$ cat src/hdl/fltpw_pkg.sv
// Shared types, constants and helpers for the four-level page table walker.
package fltpw_pkg;

  localparam int FrameBits  = 40;
  localparam int PageShift  = 12;
  localparam int VaW        = 48;
  localparam int AddrW      = 52;
  localparam int EntryW     = 64;
  localparam int IdxW       = 9;
  localparam int LevelW     = 2;
  localparam int QDepth     = 2;
  localparam int QPtrW      = $clog2(QDepth);
  localparam int QCntW      = $clog2(QDepth + 1);
  localparam logic [LevelW-1:0] LastLevel = LevelW'(3);

  typedef enum logic [1:0] {
    KindRead  = 2'd0,
    KindDone  = 2'd1,
    KindFault = 2'd2,
    KindProto = 2'd3
  } kind_e;

  // one classified walk step, handed from front to back
  typedef struct packed {
    kind_e                 kind;
    logic [FrameBits-1:0]  frame;
    logic [IdxW-1:0]       idx;
    logic [LevelW-1:0]     level;
    logic [EntryW-1:0]     entry;
  } step_t;

  function automatic logic [IdxW-1:0] level_index(input logic [VaW-1:0] va,
                                                  input logic [LevelW-1:0] lvl);
    logic [IdxW-1:0] r;
    unique case (lvl)
      2'd0:    r = va[39 +: IdxW];
      2'd1:    r = va[30 +: IdxW];
      2'd2:    r = va[21 +: IdxW];
      default: r = va[12 +: IdxW];
    endcase
    return r;
  endfunction

endpackage

$ cat src/hdl/fltpw_front.sv
// Front end: accepts items, tracks the walk state and classifies each step.
module fltpw_front (
  input  logic                            clk_i,
  input  logic                            rst_ni,
  input  logic                            push_i,
  input  logic                            full_i,
  input  logic                            req_type_i,
  input  logic [fltpw_pkg::VaW-1:0]       virtual_address_i,
  input  logic [fltpw_pkg::FrameBits-1:0] root_frame_i,
  input  logic [fltpw_pkg::EntryW-1:0]    entry_data_i,
  output logic                            wr_o,
  output fltpw_pkg::step_t                wr_data_o
);
  import fltpw_pkg::*;

  logic              busy_q, busy_d;
  logic [LevelW-1:0] level_q, level_d;
  logic [VaW-1:0]    held_q, held_d;
  logic              acc;
  step_t             step;

  assign acc       = push_i && !full_i;
  assign wr_o      = acc;
  assign wr_data_o = step;

  always_comb begin
    busy_d     = busy_q;
    level_d    = level_q;
    held_d     = held_q;
    step.kind  = KindProto;
    step.frame = '0;
    step.idx   = '0;
    step.level = '0;
    step.entry = '0;
    if (!req_type_i) begin
      if (!busy_q) begin
        busy_d     = 1'b1;
        level_d    = '0;
        held_d     = virtual_address_i;
        step.kind  = KindRead;
        step.frame = root_frame_i;
        step.idx   = level_index(virtual_address_i, '0);
      end
    end else if (busy_q) begin
      step.level = level_q;
      step.entry = entry_data_i;
      step.frame = entry_data_i[PageShift +: FrameBits];
      priority if (!entry_data_i[0]) begin
        step.kind = KindFault;
        busy_d    = 1'b0;
        level_d   = '0;
      end else if (level_q == LastLevel) begin
        step.kind = KindDone;
        busy_d    = 1'b0;
        level_d   = '0;
      end else begin
        step.kind = KindRead;
        step.idx  = level_index(held_q, level_q + LevelW'(1));
        level_d   = level_q + LevelW'(1);
      end
    end
  end

  always_ff @(posedge clk_i or negedge rst_ni) begin
    if (!rst_ni) begin
      busy_q  <= 1'b0;
      level_q <= '0;
      held_q  <= '0;
    end else if (acc) begin
      busy_q  <= busy_d;
      level_q <= level_d;
      held_q  <= held_d;
    end
  end

  a_idle_level_zero: assert property (@(posedge clk_i) disable iff (!rst_ni)
    !busy_q |-> level_q == '0)
    else $error("level nonzero while idle");

  a_stray_resp_keeps_idle: assert property (@(posedge clk_i) disable iff (!rst_ni)
    acc && req_type_i && !busy_q |=> !busy_q && $stable(held_q))
    else $error("response while idle changed state");

  a_req_while_busy: assert property (@(posedge clk_i) disable iff (!rst_ni)
    acc && !req_type_i && busy_q |=> busy_q && $stable(level_q) && $stable(held_q))
    else $error("request while busy disturbed the walk");

endmodule

$ cat src/hdl/fltpw_queue.sv
// Short queue of classified steps between front and back.
module fltpw_queue (
  input  logic             clk_i,
  input  logic             rst_ni,
  input  logic             wr_i,
  input  fltpw_pkg::step_t wr_data_i,
  output logic             full_o,
  input  logic             rd_i,
  output logic             rd_valid_o,
  output fltpw_pkg::step_t rd_data_o
);
  import fltpw_pkg::*;

  step_t            mem_q [QDepth];
  logic [QPtrW-1:0] wptr_q, rptr_q;
  logic [QCntW-1:0] count_q;

  assign full_o     = count_q == QCntW'(QDepth);
  assign rd_valid_o = count_q != '0;
  assign rd_data_o  = mem_q[rptr_q];

  always_ff @(posedge clk_i) begin
    if (wr_i) begin
      mem_q[wptr_q] <= wr_data_i;
    end
  end

  always_ff @(posedge clk_i or negedge rst_ni) begin
    if (!rst_ni) begin
      wptr_q  <= '0;
      rptr_q  <= '0;
      count_q <= '0;
    end else begin
      if (wr_i) begin
        wptr_q <= (wptr_q == QPtrW'(QDepth - 1)) ? '0 : wptr_q + QPtrW'(1);
      end
      if (rd_i) begin
        rptr_q <= (rptr_q == QPtrW'(QDepth - 1)) ? '0 : rptr_q + QPtrW'(1);
      end
      count_q <= count_q + QCntW'(wr_i) - QCntW'(rd_i);
    end
  end

  a_count_bound: assert property (@(posedge clk_i) disable iff (!rst_ni)
    count_q <= QCntW'(QDepth))
    else $error("queue count overflow");

  a_no_write_full: assert property (@(posedge clk_i) disable iff (!rst_ni)
    wr_i |-> !full_o)
    else $error("write into full queue");

  a_no_read_empty: assert property (@(posedge clk_i) disable iff (!rst_ni)
    rd_i |-> rd_valid_o)
    else $error("read from empty queue");

endmodule

$ cat src/hdl/fltpw_back.sv
// Back end: forms addresses for each step and holds the result register.
module fltpw_back (
  input  logic                         clk_i,
  input  logic                         rst_ni,
  input  logic                         rd_valid_i,
  input  fltpw_pkg::step_t             rd_data_i,
  output logic                         rd_o,
  input  logic                         pop_i,
  output logic                         empty_o,
  output logic [1:0]                   out_kind_o,
  output logic [fltpw_pkg::AddrW-1:0]  entry_address_o,
  output logic [fltpw_pkg::AddrW-1:0]  frame_base_o,
  output logic [fltpw_pkg::LevelW-1:0] walk_level_o,
  output logic [fltpw_pkg::EntryW-1:0] captured_entry_o
);
  import fltpw_pkg::*;

  logic               valid_q;
  logic               load;
  kind_e              kind_q;
  logic [AddrW-1:0]   ea_q, ea_d;
  logic [AddrW-1:0]   fb_q, fb_d;
  logic [LevelW-1:0]  level_q;
  logic [EntryW-1:0]  entry_q;

  // refill the result register when it is free or being drained this cycle
  assign load    = rd_valid_i && (!valid_q || pop_i);
  assign rd_o    = load;
  assign empty_o = !valid_q;

  always_comb begin
    ea_d = '0;
    fb_d = '0;
    if (rd_data_i.kind == KindRead) begin
      ea_d = AddrW'({rd_data_i.frame, rd_data_i.idx, 3'b000});
    end
    if (rd_data_i.kind == KindDone) begin
      fb_d = AddrW'({rd_data_i.frame, {PageShift{1'b0}}});
    end
  end

  always_ff @(posedge clk_i or negedge rst_ni) begin
    if (!rst_ni) begin
      valid_q <= 1'b0;
    end else begin
      valid_q <= load || (valid_q && !pop_i);
    end
  end

  always_ff @(posedge clk_i) begin
    if (load) begin
      kind_q  <= rd_data_i.kind;
      ea_q    <= ea_d;
      fb_q    <= fb_d;
      level_q <= rd_data_i.level;
      entry_q <= rd_data_i.entry;
    end
  end

  assign out_kind_o       = kind_q;
  assign entry_address_o  = ea_q;
  assign frame_base_o     = fb_q;
  assign walk_level_o     = level_q;
  assign captured_entry_o = entry_q;

  a_hold_until_pop: assert property (@(posedge clk_i) disable iff (!rst_ni)
    valid_q && !pop_i |=> valid_q && $stable(entry_q) && $stable(ea_q))
    else $error("result dropped before transfer");

  a_addr_only_on_read: assert property (@(posedge clk_i) disable iff (!rst_ni)
    valid_q && kind_q != KindRead |-> ea_q == '0)
    else $error("entry address set on non-read result");

  a_proto_clean: assert property (@(posedge clk_i) disable iff (!rst_ni)
    valid_q && kind_q == KindProto |-> entry_q == '0 && level_q == '0 && fb_q == '0)
    else $error("protocol error result carries data");

endmodule

$ cat src/hdl/four_level_page_table_walker.sv
// Top level: four-level page table walker, one walk step per transfer.
// A step passes through the step queue and then the result register before its result is visible.
// Throughput: one item per cycle while full is low; a two-entry step queue and one result register buffer it.
// Full rises only when the step queue holds two steps and the result is not drained.
// Reset (rst_ni low, asynchronous): walker idle at level 0, queue and result register empty.
module four_level_page_table_walker (
  input  logic                            clk_i,
  input  logic                            rst_ni,
  input  logic                            push,
  output logic                            full,
  input  logic                            req_type_i,
  input  logic [fltpw_pkg::VaW-1:0]       virtual_address_i,
  input  logic [fltpw_pkg::FrameBits-1:0] root_frame_i,
  input  logic [fltpw_pkg::EntryW-1:0]    entry_data_i,
  output logic                            empty,
  input  logic                            pop,
  output logic [1:0]                      out_kind_o,
  output logic [fltpw_pkg::AddrW-1:0]     entry_address_o,
  output logic [fltpw_pkg::AddrW-1:0]     frame_base_o,
  output logic [fltpw_pkg::LevelW-1:0]    walk_level_o,
  output logic [fltpw_pkg::EntryW-1:0]    captured_entry_o
);
  import fltpw_pkg::*;

  logic  q_wr, q_rd, q_valid;
  step_t q_wdata, q_rdata;

  fltpw_front u_front (
    .clk_i,
    .rst_ni,
    .push_i            (push),
    .full_i            (full),
    .req_type_i,
    .virtual_address_i,
    .root_frame_i,
    .entry_data_i,
    .wr_o              (q_wr),
    .wr_data_o         (q_wdata)
  );

  fltpw_queue u_queue (
    .clk_i,
    .rst_ni,
    .wr_i       (q_wr),
    .wr_data_i  (q_wdata),
    .full_o     (full),
    .rd_i       (q_rd),
    .rd_valid_o (q_valid),
    .rd_data_o  (q_rdata)
  );

  fltpw_back u_back (
    .clk_i,
    .rst_ni,
    .rd_valid_i (q_valid),
    .rd_data_i  (q_rdata),
    .rd_o       (q_rd),
    .pop_i      (pop),
    .empty_o    (empty),
    .out_kind_o,
    .entry_address_o,
    .frame_base_o,
    .walk_level_o,
    .captured_entry_o
  );

endmodule
$ cat config.mk
export PLATFORM = sky130hd
export DESIGN_NAME = four_level_page_table_walker
export DESIGN_NICKNAME = d
export VERILOG_FILES = /design/src/hdl/fltpw_pkg.sv /design/src/hdl/fltpw_front.sv /design/src/hdl/fltpw_queue.sv /design/src/hdl/fltpw_back.sv /design/src/hdl/four_level_page_table_walker.sv
export SDC_FILE = /design/constraint.sdc
export NUM_CORES = 1
export LEC_CHECK = 0
export ABC_AREA = 0
export CAP_MARGIN = 20
export CORE_ASPECT_RATIO = 1.25
export CORE_MARGIN = 2
export CORE_UTILIZATION = 55
export DETAILED_ROUTE_END_ITERATION = 12
export DONT_BUFFER_PORTS = 1
export PLACE_DENSITY_LB_ADDON = 0.25
export RECOVER_POWER = 50
export SYNTH_ARGS = -nofsm -noshare
export SYNTH_HDL_FRONTEND = slang
export SYNTH_SLANG_ARGS = --single-unit
$ cat constraint.sdc
create_clock -name clk_i -period 24.2 [get_ports clk_i]
set_clock_uncertainty 0.15 [all_clocks]
set_input_delay 4.84 -clock clk_i [delete_from_list [all_inputs] [get_ports clk_i]]
set_output_delay 4.84 -clock clk_i [all_outputs]
set_load 0.05 [all_outputs]
After elaboration in Yosys (flattened, before gate mapping)
Memory sizes are Yosys's and may differ from the RTL's.
Index checks and enable logic that the tools add are counted.
{"block": "word_totals", "word_cells": 64, "inputBits": 157, "output_inout_bits": 174, "memories": 1, "ram_bits": 234, "reg_bits": 228}
{"block": "op_classes", "n_eq_ne": 7, "reduce_logical": 13, "n_mux": 22, "add_sub_neg": 5, "n_bitwise": 2}
{"memory": "u_queue.mem_q", "depth": 2, "word_bits": 117, "rd": 1, "rd_clocked_by_memory_dff": 0, "write_ports": 1, "line": "fltpw_queue.sv:14", "source": "step_t mem_q [QDepth];"}
{"op": "2-to-1 mux 117 bit", "count": 1}
{"op": "2-to-1 mux 51 bit", "count": 2}
{"op": "2-to-1 mux 66 bit", "count": 1}
{"op": "one-hot mux 9 bit (3 select lines)", "count": 1}
{"op": "2-to-1 mux 9 bit", "count": 2}
{"op": "2-to-1 mux 2 bit", "count": 6}
{"op": "2-to-1 mux 1 bit", "count": 9}
{"op": "equality test 2 bit, second input constant", "count": 3}
{"op": "AND reduction 3 bit", "count": 2}
{"op": "equality test 2 x 1 -> 1 bit, second input constant", "count": 2}
{"op": "logical NOT 2 bit", "count": 2}
{"op": "logical AND 1 bit", "count": 3}
{"op": "logical NOT 1 bit", "count": 3}
{"op": "adder 1 bit, second input constant", "count": 2}
{"op": "adder 2 x 1 -> 2 bit", "count": 1}
{"op": "adder 2 x 1 -> 2 bit, second input constant", "count": 1}
{"op": "logical OR 1 bit", "count": 2}
{"op": "!= test 2 x 1 -> 1 bit, second input constant", "count": 1}
{"op": "!= test 2 bit, second input constant", "count": 1}
{"op": "inverter 1 bit", "count": 2}
{"op": "nonzero test 2 bit", "count": 1}
{"op": "subtractor 2 x 1 -> 2 bit", "count": 1}

Longest topological paths before layout
Gate-level depths: netlist (run 1).
{"block": "depth", "word_depth": 7, "depth_mapped": 7, "depth_no_buf": 7}

Cells and area by module
From an unflattened synthesis (run 1), not the netlist that was laid out.
{"block": "unflattened", "cells_unflattened": 927, "hier_area_um2": 17076.4}
{"module": "fltpw_queue", "area_each_um2": 8708.4, "cells_per_inst": 379, "instances": 1, "seq_area_each_um2": 7126.8}
{"module": "fltpw_back", "area_each_um2": 5529.1, "cells_per_inst": 278, "instances": 1, "seq_area_each_um2": 4739.5}
{"module": "fltpw_front", "area_each_um2": 2839.0, "cells_per_inst": 270, "instances": 1, "seq_area_each_um2": 975.9}

Least setup slack after synthesis (run 1)
No wires, ideal clock.
{"block": "synth_timing", "kind": "input to register", "start": "in pop", "end": "reg u_queue.count_q[1]", "path_slack_ns": 9.842, "setup_time_ns": 0.080, "path_buffers": 0, "stages": 7, "required_ns": 23.970, "arrival_ns": 14.128, "cell_sequence": "inv_1 > a21oi_1 > ha_1 > inv_1 > ha_1 > xnor2_1 > xnor2_1"}
{"block": "synth_between", "elab_chain_len": 3}
{"element": "from (decl)", "line": "four_level_page_table_walker.sv:16", "source": "input logic pop,"}
{"element": "logical OR 1 bit", "line": "fltpw_back.sv:27", "source": "assign load = rd_valid_i && (!valid_q || pop_i);"}
{"element": "logical AND 1 bit", "line": "fltpw_back.sv:27"}
{"element": "named net q_rd", "line": "four_level_page_table_walker.sv:25", "source": "logic q_wr, q_rd, q_valid;"}
{"element": "subtractor 2 x 1 -> 2 bit", "line": "fltpw_queue.sv:40", "source": "count_q <= count_q + QCntW'(wr_i) - QCntW'(rd_i);"}
{"element": "to (signal assigned)", "line": "fltpw_queue.sv:40"}
{"element": "to (decl)", "line": "fltpw_queue.sv:16", "source": "logic [QCntW-1:0] count_q;"}
The timed path passes the listed nets, and every way through them passes these cells.
A chain may end at the register's enable or synchronous reset.

Worst setup path after layout (run 1)
{"block": "layout_timing", "start": "in pop", "end": "reg u_back.ea_q[29], in the netlist u_back.entry_address_o[29] (enable)"}
{"block": "layout_between", "elab_chain_len": 2}
{"element": "logical OR 1 bit", "line": "fltpw_back.sv:27"}
{"element": "logical AND 1 bit", "line": "fltpw_back.sv:27"}
{"element": "named net q_rd", "line": "four_level_page_table_walker.sv:25"}
{"element": "to (signal assigned)", "line": "fltpw_back.sv:53", "source": "ea_q <= ea_d;"}
{"element": "to (decl)", "line": "fltpw_back.sv:21", "source": "logic [AddrW-1:0] ea_q, ea_d;"}
The timed path passes the listed nets, and every way through them passes these cells.

==> results of run 1 <==
[cell type report]
type                       instances  area share (%)
clock buffer                      51           6.366
sequential                       435           69.97
timing repair buffer               9          0.3067
tap                              401           2.733
clock inverter                    24           1.316
multi-input combinational        431           18.76
inverter                          20          0.4090
antenna                           10          0.1363
[cell usage after synthesis (all sizes together), types with 9 or more instances]
cell	number
mux2	104
buf	45
clkbuf	19
nor2	95
edfxtp	391
a222oi	9
and3	64
mux2i	59
a21o	40
inv	20
a22o	9
dfrtp	44
[power by group through the flow]
stage	combinational (uW)	sequential, uW	clock [uW]
after floorplan	432	1710	0
after global placement	507	1730	0
after detailed placement	520	1740	0
after CTS	523	1730	674
after global routing	585	1750	703
final	531	1730	661
[final timing paths]
path	from	endpoint	slack (ns)	cells after the start
max reg2reg	u_queue.rptr_q$_DFFE_PN0P_	u_back.entry_address_o[51]$_SDFFCE_PP0P_	17.60	3
max in group asynchronous	rst_ni	u_queue.rptr_q$_DFFE_PN0P_	19.96	0
min in group asynchronous	rst_ni	u_front.held_q[28]$_DFFE_PN0P_	3.84	0
min	u_front.held_q[14]$_DFFE_PN0P_	u_front.held_q[14]$_DFFE_PN0P_	0.36	1
min reg2reg	u_front.held_q[14]$_DFFE_PN0P_	u_front.held_q[14]$_DFFE_PN0P_	0.36	1
max	pop	u_back.entry_address_o[29]$_SDFFCE_PP0P_	15.50	4
[registers in the layout, indices dropped and copies added, names as in the netlist]
name	cells
u_back.walk_level_o	2
u_back.out_kind_o	2
u_back.entry_address_o	49
u_back.captured_entry_o	64
u_queue.rptr_q	1
u_front.busy_q	1
u_queue.wptr_q	1
u_front.held_q	36
u_queue.mem_q	234
u_queue.count_q	2
u_back.valid_q	1
u_front.level_q	2
u_back.frame_base_o	40
[routing by layer]
| layer | vias up | GRT usage [%] |
|---|---|---|
| li1 | 3516 | - |
| met1 | 3964 | 23.51 |
| met2 | 304 | 33.65 |
| met3 | 76 | 6.672 |
| met4 | 2 | 8.809 |
| met5 | - | 0 |
[cell families (layout without fill, tap and decap cells)]
| family | after synthesis | after routing | synth area share, % |
|---|---|---|---|
| multiplexers | 163 | 163 | 11.21 |
| XOR/XNOR | 4 | 4 | 0.2096 |
| AO/OA/AOI/OAI | 64 | 64 | 3.017 |
| buffers and inverters | 84 | 104 | 2.927 |
| flip-flops | 435 | 435 | 76.83 |
| adder cells (fa/ha/maj) | 8 | 8 | 0.5988 |
| AND/OR/NAND/NOR | 177 | 177 | 5.187 |
| other | 1 | 25 | 0.02243 |
[through the flow]
| step | setup WS [ns] | power, uW | cell area (um^2) | cells | utilization (%) |
|---|---|---|---|---|---|
| floorplan | 9.842 | 2143 | 16770 | 950 | - |
| global placement | 16.31 | 2240 | 16970 | 1296 | 56.53 |
| detailed placement | 16.29 | 2260 | 16970 | 1296 | 56.53 |
| CTS | 16.86 | 2925 | 18380 | 1371 | 61.22 |
| global route | 15.16 | 3041 | 18350 | 1377 | 61.10 |
| finish | 15.50 | 2919 | 18360 | 1381 | 61.13 |
==> summary.md, run 1 <==
| Metric | Value |
|---|---|
| Crit path max-delay family | `compound AO/OA/AOI/OAI gates` |
| Critical-path cell list | `inv_1 -> a21oi_1 -> buf_4 -> buf_4` |
| CP peak stage delay | `~2.0 ns` |
| Seq pwr share | `around three fifths` |
| Yosys top cell area share | `a little over two thirds` |
| First-pass GRT wire length | `between 40,000 and 50,000 um` |
| Final #Nets | `roughly 1,100` |
| CP Max Fanout | `76` |
| Worst Hold Class | `reg2reg` |
| Filler cells | `2,196` |
| Combinational fraction of design power | `18.2%` |
| Count of cell types in the netlist | `32` |
| Placer Congestion | `around 0.8` |
| Pin count of the biggest net entering global routing | `77` |
| Resized Gates After CTS | `0` |
| Tcrit/Tclk final | `35.96%` |
| Vias in the first global route | `7,933` |
| Die height | `roughly 200 um` |
| Root Buffer | `clkbuf_16` |
| Prevailing post-synth register cell | `edfxtp_1` |
| Clock network power share | `around 23%` |
| Startpoint Class | `input port` |
| Core area | `between 30,000 and 40,000 um^2` |
| Die area | `roughly 32,000 um^2` |
| CP Data Arrival Time | `roughly 8.7 ns` |
| Switch share | `a little under two fifths` |
| Initial antenna violation count | `11` |
| Total grt overflow | `0` |
| Final WL | `32,280 um` |
| Mapped Cells | `approximately 940` |
| Yosys reg bits | `between 400 and 500` |
| Most frequent CP cell | `buf_4` |
| # clock sinks | `435` |
| Top-Level Pins | `331` |
| Die W | `about 160 um` |
| Buf+Inv Stages, Crit Path | `3` |
| Setup TNS | `0 ns` |
| Worst EP required | `approximately 24 ns` |
| CTS tree | `done` |
| Most common cell after layout, fill and taps aside | `edfxtp_1` |
| H-Tree Depth | `2` |
| Pwr per Cell Area | `roughly 160 nW/um^2` |
| Final setup viols | `0` |
| Drt wl/cell | `23.37 um` |
| RSZ-0062 raised after global routing | `false` |
| Max-cap violations | `8` |
| Share of cells above drive strength 1 | `between 10% and 20%` |
| VDD IR-drop max | `~86 uV` |
| Worst-skew pair later-pin latency | `about 0.54 ns` |
| Drt via density | `about 5.7` |
| Leakage | `roughly 0.0072 uW` |
| Syn avg cell area | `approximately 18 um^2` |
| Clock-pin slew on the worst setup and hold paths | `0.06 ns` |
| Post-route ant nets | `0` |
| Synth area leader | `edfxtp_1` |
| Failing checks | `max-capacitance violations, max-slew violations` |
| Cts hold-fix bufs | `0` |
| Area of the multi-input gates | `3445 um^2` |
| Most frequent cells in the layout | `391 x edfxtp_1, 94 x nor2_1, 74 x mux2_2, 64 x and3_1, 59 x mux2i_1` |
| Tmin final | `8.703 ns` |
| Post-CTS Setup Bufs | `0` |
| Net Sw Power | `roughly 1100 uW` |
| Area taken by flip-flops and latches | `12,840 um^2` |
| Via count | `roughly 7,900` |
| Ranking of synthesized cells by area | `edfxtp_1 70%, dfrtp_1 6.6%, mux2_2 5.0%, mux2i_1 3.5%, mux2_4 2.7%` |
| Initial core utilization | `55.67%` |
| Outcome | `finished, violations left` |
| Tot GR Track Use | `approximately 20%` |
| Worst path slowest cell | `a21oi_1` |
| CP Capture Type | `flip-flop` |
| Fin. Hold Viols | `0` |
| Uppermost layer routed | `met5` |
| Drc violations | `0` |
| Slew @ Worst Pin | `about 4.3 ns` |
| Row count | `~70` |
| Max frequency | `114.9 MHz` |
| DR pass1 iterations | `5` |
| Syn-to-layout area delta | `9.813%` |
| Initial DRC Count | `about 620` |
| Synthesis Warnings | `0` |
| Max Root-Sink Buffers | `3` |
| Internal power | `~1800 uW` |
| Cell area after synthesis | `~17,000 um^2` |
| TritonCTS Buffers | `42` |
| IO buf count | `0` |
| Max transition margin | `-186.0%` |
| Final hold slack | `between 0.3 and 0.4 ns` |
| Met2 wire length | `between 15,000 and 20,000 um` |
| WL met3 | `approximately 2600 um` |
| Asr flop ratio synth | `approximately 10%` |
| Crit Path Class | `in2reg` |
| Post-synth EDFFs | `391` |
| DRT met1 WL | `12,060 um` |
| Seq/Total Area, Yosys | `around three quarters` |
| Max Slew Vio Count | `374` |
| Detailed placement HPWL | `~20,000 um` |
Note: power is estimated with default switching activity, not from simulation.
==> inputs of run 2 (changes only) <==
--- a/config.mk
+++ b/config.mk
@@ -5,7 +5,7 @@
 export SDC_FILE = /design/constraint.sdc
 export NUM_CORES = 1
 export LEC_CHECK = 0
-export ABC_AREA = 0
+export ABC_AREA = 1
 export CAP_MARGIN = 20
 export CORE_ASPECT_RATIO = 1.25
 export CORE_MARGIN = 2
==> constraint.sdc (replaced) <==
create_clock -name clk_i -period 7.9 [get_ports clk_i]
set_clock_uncertainty 0.15 [all_clocks]
set_input_delay 1.58 -clock clk_i [delete_from_list [all_inputs] [get_ports clk_i]]
set_output_delay 1.58 -clock clk_i [all_outputs]
set_load 0.05 [all_outputs]
==> run 2 against run 1 <==
Compared with the run above: the flow still finishes with violations (max-capacitance violations, max-slew violations); critical path type is now reg2reg; global-route usage increased by 0.65 points; final cell count increased by 31%; wire length increased by 3.4%; area after synthesis increased by 0.94%; die area increased by 0.92%; sequential power increased to 3.1 times the previous value; combinational power increased to 2.9 times the previous value; critical endpoint is now u_back.frame_base_o[33]$_SDFFCE_PP0P_.
==> summary.md, run 2 <==
| Metric | Value |
|---|---|
| Outcome | `finished, violations left` |
| Failing checks | `max-capacitance violations, max-slew violations` |
| Seq/Total Area, Yosys | `76.11%` |
| Syn-to-layout area delta | `9.654%` |
| Fin. Hold Viols | `0` |
| Number of flip-flops under the largest register name | `about 230` |
| Final Worst Setup Slack | `roughly 3.8 ns` |
| Post-Place Setup Slack | `about 3.8 ns` |
| DR pass1 iterations | `7` |
| Post-synth EDFFs | `roughly 390` |
| Placer Congestion | `between 0.8 and 0.9` |
| Tmin final | `between 4 and 5 ns` |
| Most common cell after layout, fill and taps aside | `nand2_1` |
| Post-CTS Setup Bufs | `0` |
| Max-cap violations | `5` |
| Final #Nets | `1,544` |
| Vias in the first global route | `roughly 9,300` |
| Drc violations | `0` |
| RSZ-0062 raised after global routing | `false` |
| Post-route ant nets | `0` |
| Syn avg cell area | `between 10 and 15 um^2` |
| Count of cell types in the netlist | `25` |
| Via count | `roughly 9,400` |
| Ranking of synthesized cells by area | `edfxtp_1 70%, nand2_1 9.7%, dfrtp_1 6.5%, nor2_1 4.1%, o21ai_0 2.5%` |
| Final setup viols | `0` |
| Crit Path Class | `reg2reg` |
| Tcrit/Tclk final | `about half` |
| Filler cells | `between 2,000 and 2,500` |
| H-Tree Depth | `2` |
| Asr flop ratio synth | `about a tenth` |
| IO buf count | `0` |
| Setup TNS | `0 ns` |
| # clock sinks | `around 440` |
| TritonCTS Buffers | `43` |
| Worst EP required | `about 8.0 ns` |
| Startpoint Class | `flip-flop` |
| CP Capture Type | `flip-flop` |
| Worst r2r dst | `u_back.frame_base_o[33]$_SDFFCE_PP0P_` |
| Slew @ Worst Pin | `2.743 ns` |
| Prevailing post-synth register cell | `edfxtp_1` |
| Top-Level Pins | `around 330` |
| Drt via density | `approximately 5.2` |
| CTS tree | `done` |
| Die area | `approximately 32,000 um^2` |
| Leakage | `roughly 0.0075 uW` |
| Area taken by flip-flops and latches | `12,840 um^2` |
| Initial antenna violation count | `0` |
| Max transition margin | `-82.84%` |
| Max Root-Sink Buffers | `3` |
| Pwr per Cell Area | `around 480 nW/um^2` |
| Core area | `roughly 30,000 um^2` |
| Clock-pin slew on the worst setup and hold paths | `approximately 0.06 ns` |
| Crit path from | `u_queue.rptr_q$_DFFE_PN0P_` |
| Area of the multi-input gates | `about 3300 um^2` |
| Initial core utilization | `a little under three fifths` |
| Max frequency | `between 200 and 250 MHz` |
| Mapped Cells | `1,386` |
| Resized Gates After CTS | `0` |
| First-pass GRT wire length | `roughly 51,000 um` |
| CP Max Fanout | `69` |
| Max Slew Vio Count | `between 150 and 200` |
| CP peak stage delay | `roughly 1.6 ns` |
| Worst-skew pair later-pin latency | `around 0.53 ns` |
| VDD IR-drop max | `approximately 350 uV` |
| Antenna cells | `0` |
| Initial DRC Count | `between 700 and 800` |
| Critical-path cell list | `buf_4 -> o21ai_0 -> nand2_2 -> nor2_1` |
| Yosys reg bits | `around 440` |
| Cts hold-fix bufs | `0` |
| Drt wl/cell | `18.44 um` |
| Root Buffer | `clkbuf_16` |
| Die height | `between 150 and 200 um` |
| Top cells by count, synth | `438 x nand2_1, 391 x edfxtp_1, 183 x nor2_1, 92 x inv_1, 84 x o21ai_0` |
| Post-route cell area | `approximately 19,000 um^2` |
| Synthesis Warnings | `0` |
| CP Data Arrival Time | `between 4 and 5 ns` |
| Most frequent cells in the layout | `437 x nand2_1, 391 x edfxtp_1, 184 x nor2_1, 91 x inv_1, 85 x o21ai_0` |
| Worst Hold Class | `reg2reg` |
| Pin count of the biggest net entering global routing | `between 90 and 100` |
| Detailed placement HPWL | `20,160 um` |
| Die W | `between 150 and 200 um` |
| Critical Path Sink | `u_back.frame_base_o[33]$_SDFFCE_PP0P_` |
| Top reg by flops | `u_queue.mem_q` |
| Yosys top cell area share | `between 60 and 70%` |
| Final WL | `33,360 um` |
| Synth area leader | `edfxtp_1` |
| Tot GR Track Use | `20.61%` |
| Total grt overflow | `0` |
| Most frequent cell after synthesis | `nand2_1` |
| Worst Reg-to-Reg Cells | `4` |
| Cell area after synthesis | `approximately 17,000 um^2` |
| Share of cells above drive strength 1 | `roughly 8%` |
| Worst path slowest cell | `dfrtp_1` |
| Row count | `71` |
| Reg2Reg Launch Point | `u_queue.rptr_q$_DFFE_PN0P_` |
| Worst reg2reg setup slack | `about 3.8 ns` |
| Placed inst area | `between 15,000 and 20,000 um^2` |
==> run 2: power breakdown <==
| part | switching (uW) | total, uW | internal [uW] | leakage (uW) |
|---|---|---|---|---|
| sequential | 1650 | 5290 | 3650 | 0.00434 |
| clock | 805 | 1960 | 1160 | 0.000653 |
| combinational | 1150 | 1550 | 397 | 0.00253 |
==> run 2: how the worst min path moves through the flow <==
stage	cells past startpoint	end	from	slack (ns)
2_1_floorplan	2	u_front.held_q[21]$_DFFE_PN0P_	u_front.held_q[21]$_DFFE_PN0P_	0.29
3_3_place_gp	2	u_front.held_q[45]$_DFFE_PN0P_	u_front.held_q[45]$_DFFE_PN0P_	0.30
3_5_place_dp	2	u_front.held_q[24]$_DFFE_PN0P_	u_front.held_q[24]$_DFFE_PN0P_	0.31
4_1_cts	2	u_front.held_q[41]$_DFFE_PN0P_	u_front.held_q[41]$_DFFE_PN0P_	0.32
5_1_grt	2	u_front.held_q[35]$_DFFE_PN0P_	u_front.held_q[35]$_DFFE_PN0P_	0.34
6_report	2	u_front.held_q[41]$_DFFE_PN0P_	u_front.held_q[41]$_DFFE_PN0P_	0.32
==> run 2: final cells by class <==
cell class                 instances  area share, %
clock buffer                      50          5.958
clock inverter                    24          1.325
inverter                          94          1.948
multi-input combinational        796          18.06
sequential                       435          69.41
tap                              401          2.712
timing repair buffer               9         0.5883
==> run 2: per-layer routing <==
layer  GRT usage, %  up-vias  routed length (um)
li1               -     4537                   -
met1          25.94     4476               13040
met2          34.66      343               16700
met3          5.785       54                2722
met4          7.374        0                 899
met5              0        -                   0
==> run 2: worst max-delay path, delay by kind of cell, from the launching register on <==
kind | cells | cell delay (ns)
AOI/OAI and AO/OA | 1 | 0.35
buffers and inverters | 1 | 0.75
DFF | 1 | 1.60
and+or+nand+nor | 2 | 0.89
==> run 2: kinds of logic after synthesis <==
group | share of synthesized area, %
xor gates and xnor gates | 0.1038
and+or+nand+nor | 15.51
other | 0.02222
adders and majority gates | 0.5932
DFF | 76.11
AOI/OAI and AO/OA | 3.315
buffers and inverters | 4.345
==> run 2: through the flow <==
stage	power (uW)	hold WS (ns)	util, %	instances
2_1_floorplan	6431	0.2917	-	1400
3_3_place_gp	6844	0.3038	57.04	1734
3_5_place_dp	6933	0.3085	57.13	1735
4_1_cts	8905	0.3246	61.60	1809
5_1_grt	9263	0.3447	61.44	1809
6_report	8810	0.3208	61.44	1809
